## config.mk

```make
export PLATFORM = sky130hd
export DESIGN_NAME = recent_value_lru_sorted_set
export DESIGN_NICKNAME = d
export VERILOG_FILES = /design/src/rvlru_pkg.sv /design/src/recent_value_lru_sorted_set.sv
export SDC_FILE = /design/constraint.sdc
export NUM_CORES = 1
export LEC_CHECK = 0
export BUFFER_PORTS_ARGS = -buffer_cell sky130_fd_sc_hd__buf_2
export CORE_MARGIN = 2
export CORE_UTILIZATION = 30
export CTS_BUF_LIST = sky130_fd_sc_hd__clkbuf_8
export DETAILED_ROUTE_END_ITERATION = 6
export HOLD_SLACK_MARGIN = 0.05
export PLACE_DENSITY = 0.49
export REMOVE_ABC_BUFFERS = 1
export SLEW_MARGIN = 20
export SYNTH_ARGS = -nofsm -noshare
export SYNTH_HDL_FRONTEND = slang
export SYNTH_SLANG_ARGS = --single-unit
```

## constraint.sdc

```tcl
create_clock -name clk -period 4.85 [get_ports clk]
set_clock_uncertainty 0.05 [all_clocks]
set_input_delay 0.485 -clock clk [delete_from_list [all_inputs] [get_ports clk]]
set_output_delay 0.485 -clock clk [all_outputs]
set_load 0.005 [all_outputs]
```

## src/rvlru_pkg.sv

```systemverilog
// Package for the recent-value LRU sorted set: default sizes and reset layout helpers.
`default_nettype none

package rvlru_pkg;

  localparam int DefEntryCount = 12;
  localparam int DefValueBits  = 6;

  // Port widths of the result and input beats.
  localparam int InValueW  = 6;
  localparam int SlotW     = 4;
  localparam int OutValueW = 6;
  localparam int RecencyW  = 4;

  // Returns which original entry (value i+1 wrapped, rank i) lands at sorted
  // position p after a stable ascending sort of the reset contents.
  function automatic int reset_source(input int p, input int n, input int vb);
    int i;
    int j;
    int pos;
    int vi;
    int vj;
    int mask;
    int res;
    mask = (1 << vb) - 1;
    res  = 0;
    for (i = 0; i < n; i++) begin
      vi  = (i + 1) & mask;
      pos = 0;
      for (j = 0; j < n; j++) begin
        vj = (j + 1) & mask;
        if ((vj < vi) || ((vj == vi) && (j < i))) begin
          pos = pos + 1;
        end
      end
      if (pos == p) begin
        res = i;
      end
    end
    return res;
  endfunction

  function automatic int reset_value(input int p, input int n, input int vb);
    int src;
    src = reset_source(p, n, vb);
    return (src + 1) & ((1 << vb) - 1);
  endfunction

endpackage

`default_nettype wire

```

## src/recent_value_lru_sorted_set.sv

```systemverilog
// Recent-value LRU sorted set: top level with scan sequencer, update and emit stages.
`default_nettype none

// The block holds ENTRY_COUNT distinct values, kept in ascending value order,
// each with a recency rank (0 is the most recent). Every input beat is a value
// to touch or insert. If the value is already held, that entry becomes rank 0
// and every entry that was more recent moves one rank older. Otherwise the
// oldest entry is replaced by the new value at rank 0, every other entry ages
// by one rank, and the new value is placed at its sorted position. After each
// input the whole set goes out as ENTRY_COUNT result beats in ascending value
// order, with is_last high on the final beat. Only the low VALUE_BITS bits of
// the input value are used. The block takes one input at a time: a single
// compare unit walks the entries one per cycle to find a match, the oldest
// entry and the insert position, an apply step then updates every entry,
// and the result beats go out one per cycle while out_ready is high. The
// input ready is high only while the block is idle.
module recent_value_lru_sorted_set
  import rvlru_pkg::*;
#(
  parameter int ENTRY_COUNT = DefEntryCount,
  parameter int VALUE_BITS  = DefValueBits
) (
  input  wire                  clk,
  input  wire                  rst,
  input  wire                  in_valid,
  output logic                 in_ready,
  input  wire [InValueW-1:0]   value,
  output logic                 out_valid,
  input  wire                  out_ready,
  output logic [SlotW-1:0]     slot,
  output logic [OutValueW-1:0] entry_value,
  output logic [RecencyW-1:0]  recency,
  output logic                 is_last
);

  localparam int IDX_W  = (ENTRY_COUNT > 1) ? $clog2(ENTRY_COUNT) : 1;
  localparam int RANK_W = IDX_W;
  localparam int CNT_W  = $clog2(ENTRY_COUNT + 1);
  localparam logic [IDX_W-1:0]  LAST_IDX = IDX_W'(ENTRY_COUNT - 1);
  localparam logic [RANK_W-1:0] MAX_RANK = RANK_W'(ENTRY_COUNT - 1);

  localparam logic [1:0] ST_IDLE  = 2'd0;
  localparam logic [1:0] ST_SCAN  = 2'd1;
  localparam logic [1:0] ST_APPLY = 2'd2;
  localparam logic [1:0] ST_EMIT  = 2'd3;

  // Entry storage, sorted by value.
  logic [VALUE_BITS-1:0] held [ENTRY_COUNT];
  logic [RANK_W-1:0]     rank [ENTRY_COUNT];
  logic [VALUE_BITS-1:0] held_next [ENTRY_COUNT];
  logic [RANK_W-1:0]     rank_next [ENTRY_COUNT];

  // Sequencer and scan results.
  logic [1:0]            state;
  logic [IDX_W-1:0]      idx;
  logic [VALUE_BITS-1:0] key;
  logic                  found;
  logic [IDX_W-1:0]      hit_idx;
  logic [RANK_W-1:0]     hit_rank;
  logic [IDX_W-1:0]      vic_idx;
  logic [RANK_W-1:0]     vic_rank;
  logic                  vic_lt;
  logic [CNT_W-1:0]      lt_cnt;

  // The shared compare unit looks at the entry under the scan index.
  logic [VALUE_BITS-1:0] cur_val;
  logic [RANK_W-1:0]     cur_rank;
  logic                  cur_eq;
  logic                  cur_lt;
  logic [IDX_W-1:0]      ins_pos;

  // Width adapters between the fixed port widths and the parameter widths.
  logic [InValueW+VALUE_BITS-1:0]  value_ext;
  logic [IDX_W+SlotW-1:0]          slot_ext;
  logic [VALUE_BITS+OutValueW-1:0] outv_ext;
  logic [RANK_W+RecencyW-1:0]      rec_ext;

  assign cur_val  = held[idx];
  assign cur_rank = rank[idx];
  assign cur_eq   = (cur_val == key);
  assign cur_lt   = (cur_val < key);

  // On a miss no entry equals the key, so the new value lands after every
  // other entry that is smaller than it.
  assign ins_pos = IDX_W'(lt_cnt - CNT_W'(vic_lt));

  assign value_ext = {{VALUE_BITS{1'b0}}, value};
  assign slot_ext  = {{SlotW{1'b0}}, idx};
  assign outv_ext  = {{OutValueW{1'b0}}, held[idx]};
  assign rec_ext   = {{RecencyW{1'b0}}, rank[idx]};

  assign in_ready    = (state == ST_IDLE);
  assign out_valid   = (state == ST_EMIT);
  assign slot        = slot_ext[SlotW-1:0];
  assign entry_value = outv_ext[OutValueW-1:0];
  assign recency     = rec_ext[RecencyW-1:0];
  assign is_last     = (idx == LAST_IDX);

  // Update of all entries, applied at once in the apply state after the scan. Each
  // position takes its own entry or a neighbor, so the lanes are independent.
  always_comb begin : apply_logic
    int s;
    logic [RANK_W-1:0] rs;
    for (int p = 0; p < ENTRY_COUNT; p++) begin
      s  = p;
      rs = '0;
      if (found) begin
        held_next[p] = held[p];
        if (IDX_W'(p) == hit_idx) begin
          rank_next[p] = '0;
        end else if (rank[p] < hit_rank) begin
          rank_next[p] = rank[p] + RANK_W'(1);
        end else begin
          rank_next[p] = rank[p];
        end
      end else if (IDX_W'(p) == ins_pos) begin
        held_next[p] = key;
        rank_next[p] = '0;
      end else begin
        if (IDX_W'(p) > ins_pos) begin
          s = p - 1;
        end
        if (IDX_W'(s) >= vic_idx) begin
          s = s + 1;
        end
        held_next[p] = held[IDX_W'(s)];
        rs           = rank[IDX_W'(s)];
        rank_next[p] = (rs < MAX_RANK) ? rs + RANK_W'(1) : rs;
      end
    end
  end

  always_ff @(posedge clk) begin
    if (rst) begin
      state <= ST_IDLE;
      idx   <= '0;
      for (int p = 0; p < ENTRY_COUNT; p++) begin
        held[p] <= VALUE_BITS'(reset_value(p, ENTRY_COUNT, VALUE_BITS));
        rank[p] <= RANK_W'(reset_source(p, ENTRY_COUNT, VALUE_BITS));
      end
    end else begin
      case (state)
        ST_IDLE: begin
          if (in_valid) begin
            key    <= value_ext[VALUE_BITS-1:0];
            found  <= 1'b0;
            lt_cnt <= '0;
            idx    <= '0;
            state  <= ST_SCAN;
          end
        end
        ST_SCAN: begin
          if (!found && cur_eq) begin
            found    <= 1'b1;
            hit_idx  <= idx;
            hit_rank <= cur_rank;
          end
          // First entry holding the oldest rank is the replacement victim.
          if ((idx == '0) || (cur_rank > vic_rank)) begin
            vic_idx  <= idx;
            vic_rank <= cur_rank;
            vic_lt   <= cur_lt;
          end
          lt_cnt <= lt_cnt + CNT_W'(cur_lt);
          if (idx == LAST_IDX) begin
            state <= ST_APPLY;
          end else begin
            idx <= idx + IDX_W'(1);
          end
        end
        ST_APPLY: begin
          for (int p = 0; p < ENTRY_COUNT; p++) begin
            held[p] <= held_next[p];
            rank[p] <= rank_next[p];
          end
          idx   <= '0;
          state <= ST_EMIT;
        end
        ST_EMIT: begin
          if (out_ready) begin
            if (idx == LAST_IDX) begin
              idx   <= '0;
              state <= ST_IDLE;
            end else begin
              idx <= idx + IDX_W'(1);
            end
          end
        end
        default: begin
          state <= ST_IDLE;
        end
      endcase
    end
  end

endmodule

`default_nettype wire
```

=== Word-level counts from Yosys, hierarchy flattened ===
Memory sizes are Yosys's and may differ from the RTL's. A register that Yosys moved wholly into a read port is not among the register bits.
Index checks and enable logic that the tools add are counted.

* Muxes and demuxes: 358
* Equality and inequality tests: 155
* Shift-type cells: 0
* Reductions and logical operators: 27
* $mul: 0
* Bitwise operators: 25
* Add/sub/neg operators: 61
* Div/mod/pow operators: 0
* Order comparisons: 50

{| class="wikitable"
|+ Operator list
! operator !! count
|-
| equality test 32 x 4 -> 1 bit (second input constant) || 44
|-
| equality test 32 x 5 -> 1 bit (second input constant) || 44
|-
| 2-to-1 mux 6 bit || 155
|-
| equality test 32 x 3 -> 1 bit (second input constant) || 22
|-
| 2-to-1 mux 4 bit || 142
|-
| equality test 32 x 2 -> 1 bit (second input constant) || 11
|-
| zero test 32 bit || 11
|-
| 2-to-1 mux 32 bit || 11
|-
| adder 32 x 2 -> 32 bit (second input constant) || 10
|-
| adder 4 x 1 -> 4 bit (second input constant) || 25
|-
| adder 6 x 2 -> 6 bit (second input constant) || 12
|-
| adder 4 x 2 -> 4 bit (second input constant) || 12
|-
| >= comparator 4 bit || 12
|-
| less-than comparator 4 bit || 12
|-
| less-than comparator 4 bit (second input constant) || 12
|-
| 2-to-1 mux 2 bit || 20
|-
| equality test 3 x 4 -> 1 bit (first input constant) || 8
|-
| equality test 4 bit (first input constant) || 8
|-
| 2-to-1 mux 1 bit || 25
|-
| bitwise OR 1 bit || 24
|-
| equality test 2 x 4 -> 1 bit (first input constant) || 4
|-
| > comparator 3 x 4 -> 1 bit (first input constant) || 4
|-
| > comparator 4 bit (first input constant) || 4
|-
| case mux 4 bit (4 select lines) || 1
|-
| 28 further kinds || 43
|}

* Bits in read-only memories: 0
* RAM bits: 120
* Latch bits: 0
* Word-level logic and storage cells: 688
* Input bits: 10
* Memories: 2
* Flip-flop bits (word level): 34
* Output and inout bits: 17

{| class="wikitable"
|+ Memories
! name !! words !! width !! read ports !! clocked after Yosys merged registers in !! write ports !! RTL line !! text
|-
| held || 12 || 6 || 13 || 1 || 12 || recent_value_lru_sorted_set.sv:48 || <nowiki>logic [VALUE_BITS-1:0] held [ENTRY_COUNT];</nowiki>
|-
| rank || 12 || 4 || 25 || 1 || 12 || recent_value_lru_sorted_set.sv:49 || <nowiki>logic [RANK_W-1:0] rank [ENTRY_COUNT];</nowiki>
|}

=== Logic depth before layout (Yosys ltp) ===
Gate-level depths: netlist of the first run.

* Word-level depth: 26
* Gate-level depth with buffers: 22
* Mapped depth without buffers: 21

=== Least setup slack after synthesis of the first run ===
Ideal clock, no wire load.

* Kind: reg-to-reg
* From: reg vic_lt
* To: mem rank[2][0] in the netlist's numbering, data pin
* Data arrival time: 4.132 ns
* Stages on the path, launching flop included: 20
* Slack: 0.402 ns
* Library setup time: 0.266 ns
* Period minus slack after synthesis: 4.448 ns
* Data required time: 4.534 ns
* Path buffers: 1
* Path through: edfxtp_1 ha_1 ha_1 nor2_1 nand3_1 a21o_1 inv_2 nand2_1 ha_1 nand2b_1 a21oi_1 or3_1 ha_1 buf_2 mux4_2 ha_1 o21ai_1 xor2_1 a31oi_1 nor2_1

{| class="wikitable"
|+ RTL lines
! item !! RTL line !! text
|-
| start: declaration || recent_value_lru_sorted_set.sv:62 || <nowiki>logic vic_lt;</nowiki>
|-
| start signal: assignment || recent_value_lru_sorted_set.sv:162 || <nowiki>vic_lt <= cur_lt;</nowiki>
|-
| end: declaration || recent_value_lru_sorted_set.sv:49 ||
|}

==> flow_summary.yaml, run 1 <==
routing:
  wl_per_cell_um: 23.9
  drt-initial-drc-count: 1014
  num_vias: 12300
  drc: 0
  ant_nets: 0
  wl_mm: 50.5
  via_per_inst: 5.83
  drt_pass1_iterations: 5
cts:
  htreeDepth: 4
  cts_tree: "yes"
  cts_sinks: 158
  clock_path_buffers: 2
  cts_root_buf: "clkbuf_8"
  cts_buffers: 17
  path_clk_slew_ns: 0.10
  clk_latency_ns: 0.53
global_routing:
  first_global_vias: 12100
  overflow: 0
  grt_usage_pct: 19.3
  grt_pass1_wl_mm: 76.8
  grt_max_degree: 38
  antenna_found_initial: 0
hold_path:
  hold_depth: 1
  holdCritPathClass: "primary input to flop"
  min_from: "value[2]"
  holdPathEnd: "key[2]"
setup_path:
  slowest_stage: "mux4_2"
  reg2reg_slack_ns: 0.36
  worst_setup_path_end_kind: "flop"
  path_common_cell: "ha_1"
  worstPathRequired_ns: 5.05
  critPathKind: "flop to flop"
  critPathMaxStageDelay_ns: 0.55
  r2r_end: "rank[2][1]"
  cp-start-kind: "flop"
  rr_startpoint: "lt_cnt[0]"
  crit_arrival_ns: 4.69
  critPathMaxFanout: 8
  path_delay_family: "adder cells"
  crit_buf_inv: 3
  path_cells: "inv_1 -> ha_1 -> ha_2 -> nor2_2 -> nand3_1 -> a21o_1 -> inv_2 -> buf_4 -> nand2_1 -> ha_1 -> nand2b_1 -> a21oi_1 -> or3_1 -> ha_4 -> mux4_2 -> ha_1 -> o21ai_2 -> mux2i_1 -> o31ai_1"
  crit_cells: 19
  reg2reg_depth: 19
die:
  die_h_um: 228
  ios: 27
  core_area_um2: 49900
  die-width_um: 228
  dieArea_um2: 52000
  start_util_pct: 30.2
  num_rows: 82
synth:
  postSynthCellCount: 1432
  ys_types: 69
  synth_area_leaders: "edfxtp_1, mux4_2, ha_1"
  synth_top_area_share_pct: 29.5
  synth.cell_area_um2: 15100
  ys_seq_area_share_pct: 30.8
  yosys_warnings: 0
  async_flop_share_pct: 0
  ys.flop_type: "edfxtp_1"
  synth_edf_count: 148
  syn_avg_cell_area_um2: 10.5
  synth_seq_cells: 158
  synth_top_area_cell: "edfxtp_1"
power_and_ir_drop:
  peakVddDrop_v: 0.000297
  p_leak_nw: 6.03
  powerDensity_nw_per_um2: 608
placed_design:
  routabilityCongestion: 0.877
  post-dp-hpwl_mm: 37.0
  dp_cells: 2081
  port-buffer-count: 26
run_status:
  status: "completed"
sta:
  max_freq_mhz: 223
  rsz0062_at_grt: "false"
  fin_setup_tns_ns: 0
  setup-violations-final: 0
  hold_viol_final: 0
  tightest_slew_ns: 0.877
  period_share_pct: 92.7
  slew_violations: 0
  timing.slew.headroom_pct: 41.3
  min_period_ns: 4.49
cells_and_area:
  area_growth_pct: 9.65
  drive_above_1_share_pct: 18.4
  fin_nets: 1556
  fill_cells: 5140
  antenna_cells: 0
  final_common_cell: "edfxtp_1"
  final_cells: 2115
  final_cell_mix: "edfxtp_1, nand2_1, nor2_1"
  final_core_util_pct: 33.1
flow_run:
  maxCapViolCount: 0
[area by class of cell]
class | instances | area (um2) | share of cell area (%)
tap | 672 | 841 | 5.09
inverter | 54 | 203 | 1.23
clock inverter | 15 | 205 | 1.24
sequential | 158 | 4650 | 28.1
clock buffer | 17 | 234 | 1.42
timing repair buffer | 87 | 601 | 3.63
multi-input combinational | 1112 | 9790 | 59.3
[report_power, final]
part	leakage (nW)	internal [mW]	total [mW]	switching, mW
Clock	0.230	0.603	1.17	0.568
Sequential	1.46	1.82	2.42	0.595
Combinational	4.33	3.07	6.47	3.39
[per-stage QoR]
step	hold slack [ns]	total power [mW]	setup slack (ns)	area, um2
2_1_floorplan	0.410	6.96	-0.131	14600
3_3_place_gp	0.430	8.67	0.280	16000
3_5_place_dp	0.447	8.77	0.162	16000
4_1_cts	0.0526	9.97	0.138	16500
5_1_grt	0.0542	10.7	0.0218	16500
6_report	0.0880	10.1	0.356	16500
[cells in the mapped netlist (all sizes together), types with 21 or more instances]
cell,instances
buf,45
a31oi,21
o221ai,22
o21ai,51
nand2,128
nand2b,34
a21o,31
o211ai,36
ha,116
a211oi,55
nand3,21
mux2i,108
inv,54
mux4,111
nor2,120
clkbuf,63
edfxtp,148
xnor2,34
a21oi,89
[per-layer routing]
layer | GRT usage, % | part of all wire, % | vias to the layer above
met3 | 2.53 | 6.8 | 83
met4 | 6.19 | 2.3 | 0
li1 | - | - | 5531
met2 | 31.6 | 47 | 547
met5 | 0 | 0 | -
met1 | 26.5 | 44 | 6179
[how the worst max path moves through the flow]
stage	from	to	slack (ns)
3_5_place_dp	vic_lt	rank[2][1]	0.16
6_report	lt_cnt[0]	rank[2][1]	0.36
3_3_place_gp	vic_lt	rank[2][0]	0.28
4_1_cts	lt_cnt[0]	rank[2][1]	0.14
5_1_grt	lt_cnt[0]	rank[3][1]	0.02
2_1_floorplan	vic_lt	rank[8][1]	-0.13
[registers in the layout, indices dropped and copies added, names as in the netlist, 4 cells and up, named ones only]
name,cells
vic_idx,4
lt_cnt,4
key,6
held,72
hit_idx,4
rank,48
vic_rank,4
slot,4
hit_rank,4
[cell families (layout without fill, tap and decap cells)]
| family | after synthesis | count (layout) | synth area share (%) |
|---|---|---|---|
| compound gates | 364 | 364 | 16.5 |
| xor+xnor | 52 | 52 | 3.02 |
| fa+ha+maj | 116 | 116 | 9.63 |
| buf+inv | 162 | 173 | 4.54 |
| flops | 158 | 158 | 30.8 |
| mux | 234 | 234 | 25.1 |
| simple gates | 346 | 346 | 10.3 |
[worst register-to-register path, cell delays in order (launching register included)]
cell,delay [ns]
edfxtp_1,0.36
inv_1,0.05
ha_1,0.20
ha_2,0.21
nor2_2,0.15
nand3_1,0.14
a21o_1,0.27
inv_2,0.12
buf_4,0.16
nand2_1,0.11
ha_1,0.29
nand2b_1,0.10
a21oi_1,0.06
or3_1,0.35
ha_4,0.34
mux4_2,0.55
ha_1,0.25
o21ai_2,0.19
mux2i_1,0.21
o31ai_1,0.08
[timing repair]
action                                  CTS  global route
endpoints found under the setup margin    0            16
endpoints found under the hold margin     2             0
gates resized for setup                   0            16
setup buffers                             0             0
hold buffers                              2             0
Power figures use the tool's default switching activity.
==> run 2: changes to the inputs <==
--- a/config.mk
+++ b/config.mk
@@ -5,13 +5,14 @@
 export SDC_FILE = /design/constraint.sdc
 export NUM_CORES = 1
 export LEC_CHECK = 0
+export ABC_AREA = 1
 export BUFFER_PORTS_ARGS = -buffer_cell sky130_fd_sc_hd__buf_2
 export CORE_MARGIN = 2
-export CORE_UTILIZATION = 30
+export CORE_UTILIZATION = 59
 export CTS_BUF_LIST = sky130_fd_sc_hd__clkbuf_8
 export DETAILED_ROUTE_END_ITERATION = 6
 export HOLD_SLACK_MARGIN = 0.05
-export PLACE_DENSITY = 0.49
+export PLACE_DENSITY = 0.8
 export REMOVE_ABC_BUFFERS = 1
 export SLEW_MARGIN = 20
 export SYNTH_ARGS = -nofsm -noshare
==> flow_summary.yaml, run 2 <==
synth:
  syn_avg_cell_area_um2: 6.82
  yosys-top-cells-count: "nand2_1, o21ai_0, a21oi_1, inv_1, nand3_1"
  synth_seq_cells: 158
  yosys_warnings: 0
  synth_top_area_cell: "edfxtp_1"
  synth_xor_area_share_pct: 2.06
  synth_area_leaders: "edfxtp_1, nand2_1, o21ai_0"
  synth_top_area_share_pct: 28.2
  postSynthCellCount: 2312
  synth_edf_count: 148
  synthSimpleGateAreaFrac_pct: 22.0
  ys_types: 52
  ys.flop_type: "edfxtp_1"
  synth_top_family_by_area: "compound AO/OA/AOI/OAI gates"
  synth.most_common_cell: "nand2_1"
  synth_compound_area_share_pct: 27.0
  ys_seq_area_share_pct: 29.5
  async_flop_share_pct: 0
  synthAdderAreaFrac_pct: 9.20
  synthMuxAreaShare_pct: 0.317
  synth.cell_area_um2: 15800
setup_path:
  slowest_stage: "edfxtp_1"
  path_cells: "inv_1 -> ha_1 -> ha_1 -> xor2_4 -> inv_4 -> nor2_8 -> nand2_4 -> clkinv_2 -> nor2_1 -> ha_1 -> nor3_1 -> a21oi_1 -> ha_1 -> buf_4 -> nand2_1 -> nand3_1 -> nand3_1 -> nand2_1 -> ha_1 -> inv_1 -> nand2_1 -> nand2_1 -> nor2_1 -> o21bai_1"
  crit_arrival_ns: 4.62
  crit_buf_inv: 5
  critPathKind: "flop to flop"
  path_common_cell: "ha_1"
  rr_startpoint: "lt_cnt[0]"
  cp-start-kind: "flop"
  worstPathRequired_ns: 5.04
  critPathMaxFanout: 44
  path_delay_family: "simple AND/OR/NAND/NOR gates"
  r2r_end: "rank[7][1]"
  critPathMaxStageDelay_ns: 0.42
  reg2reg_slack_ns: 0.42
  worst_setup_path_end_kind: "flop"
  reg2reg_depth: 24
cells_and_area:
  regMostFlops: "held"
  fill_cells: 2414
  drive_above_1_share_pct: 7.14
  final_cell_mix: "nand2_1, o21ai_0, a21oi_1"
  top_regs: "held x72, rank x48, key x6"
  largest_register_ffs: 72
  final_core_util_pct: 63.6
  final_common_cell: "nand2_1"
  fin_nets: 2409
  area_growth_pct: 5.43
  fin_area_um2: 16600
sta:
  max_freq_mhz: 226
  setup-violations-final: 0
  slew_violations: 0
  fin_setup_tns_ns: 0
  timing.slew.headroom_pct: 39.2
  period_share_pct: 91.4
  hold_viol_final: 0
  min_period_ns: 4.43
  rsz0062_at_grt: "false"
  tightest_slew_ns: 0.912
hold_path:
  holdPathEnd: "key[3]"
  holdCritPathClass: "primary input to flop"
  hold_depth: 1
  min_from: "value[3]"
die:
  dieArea_um2: 28100
  core_area_um2: 26100
  ios: 27
  die-width_um: 167
  die_h_um: 167
  num_rows: 59
  start_util_pct: 60.3
placed_design:
  port-buffer-count: 26
  post-dp-hpwl_mm: 42.7
  routabilityCongestion: 1.00
  placement.cell_area_um2: 16200
cts:
  post_cts_buffers: 0
  cts_tree: "yes"
  htreeDepth: 4
  path_clk_slew_ns: 0.12
  clock_path_buffers: 2
  holdBufCountCts: 0
  cts_root_buf: "clkbuf_8"
  clk_latency_ns: 0.50
  cts_sinks: 158
  cts_buffers: 17
global_routing:
  overflow: 0
  antenna_found_initial: 0
  grt_max_degree: 79
  grt_usage_pct: 40.8
  grt_pass1_wl_mm: 88.3
  first_global_vias: 15600
routing:
  via_per_inst: 6.54
  wl_mm: 57.8
  num_vias: 17200
  drt-initial-drc-count: 2532
  ant_nets: 0
  drc: 21
  drt_pass1_iterations: 7
  wl_per_cell_um: 22.0
run_status:
  violations: "DRC"
  status: "complete, but fails checks"
flow_run:
  maxCapViolCount: 0
run 2: layout make-up:
class,count,area [um2],share of cell area (%)
multi-input combinational,1761,9560,57.5
inverter,255,963,5.79
antenna,1,2.50,0.0151
tap,335,419,2.52
clock inverter,15,184,1.11
timing repair buffer,90,611,3.67
clock buffer,17,234,1.41
sequential,158,4650,28.0
run 2: worst reg2reg max path, stage by stage, from the launching register on:
cell	delay (ns)
edfxtp_1	0.42
inv_1	0.07
ha_1	0.17
ha_1	0.26
xor2_4	0.26
inv_4	0.08
nor2_8	0.16
nand2_4	0.09
clkinv_2	0.20
nor2_1	0.10
ha_1	0.27
nor3_1	0.18
a21oi_1	0.12
ha_1	0.32
buf_4	0.36
nand2_1	0.13
nand3_1	0.10
nand3_1	0.08
nand2_1	0.13
ha_1	0.19
inv_1	0.06
nand2_1	0.08
nand2_1	0.09
nor2_1	0.11
o21bai_1	0.09
run 2: repair_timing:
item,4_1_cts,5_1_grt
endpoints found under the setup margin,0,1
gates resized for setup,0,1
endpoints found under the hold margin,0,0
run 2: per-stage QoR:
step / hold WS [ns] / cells / setup WS (ns)
floorplan: 0.443 / 2174 / 0.266
global placement: 0.471 / 2599 / 0.631
detailed placement: 0.482 / 2599 / 0.529
CTS: 0.0922 / 2631 / 0.473
global route: 0.0884 / 2631 / 0.0408
finish: 0.0985 / 2632 / 0.417
run 2: kinds of logic after synthesis:
family,Yosys count
AOI/OAI and AO/OA,775
xor gates and xnor gates,35
adders and majority gates,116
buffers and inverters,393
DFF,158
muxes,5
and+or+nand+nor,830
run 2: worst max path at each step:
stage,from,end,slack (ns),cells after the start
global route,lt_cnt[0],rank[7][1],0.04,24
global placement,lt_cnt[0],rank[7][1],0.63,24
finish,lt_cnt[0],rank[7][1],0.42,24
CTS,lt_cnt[0],rank[7][1],0.47,24
detailed placement,lt_cnt[0],rank[7][1],0.53,24
floorplan,lt_cnt[0],rank[7][0],0.27,25
run 2: per-layer routing:
layer	track usage (%)	routed length [um]	up-vias
li1	-	-	7909
met1	53.2	21900	7787
met2	62.9	24900	1255
met3	8.70	7250	260
met4	23.3	3740	0
met5	0	0	-
Power of run 2 is not shown: default switching activity piles up to over one toggle a cycle in this logic, so the estimate is an artifact.
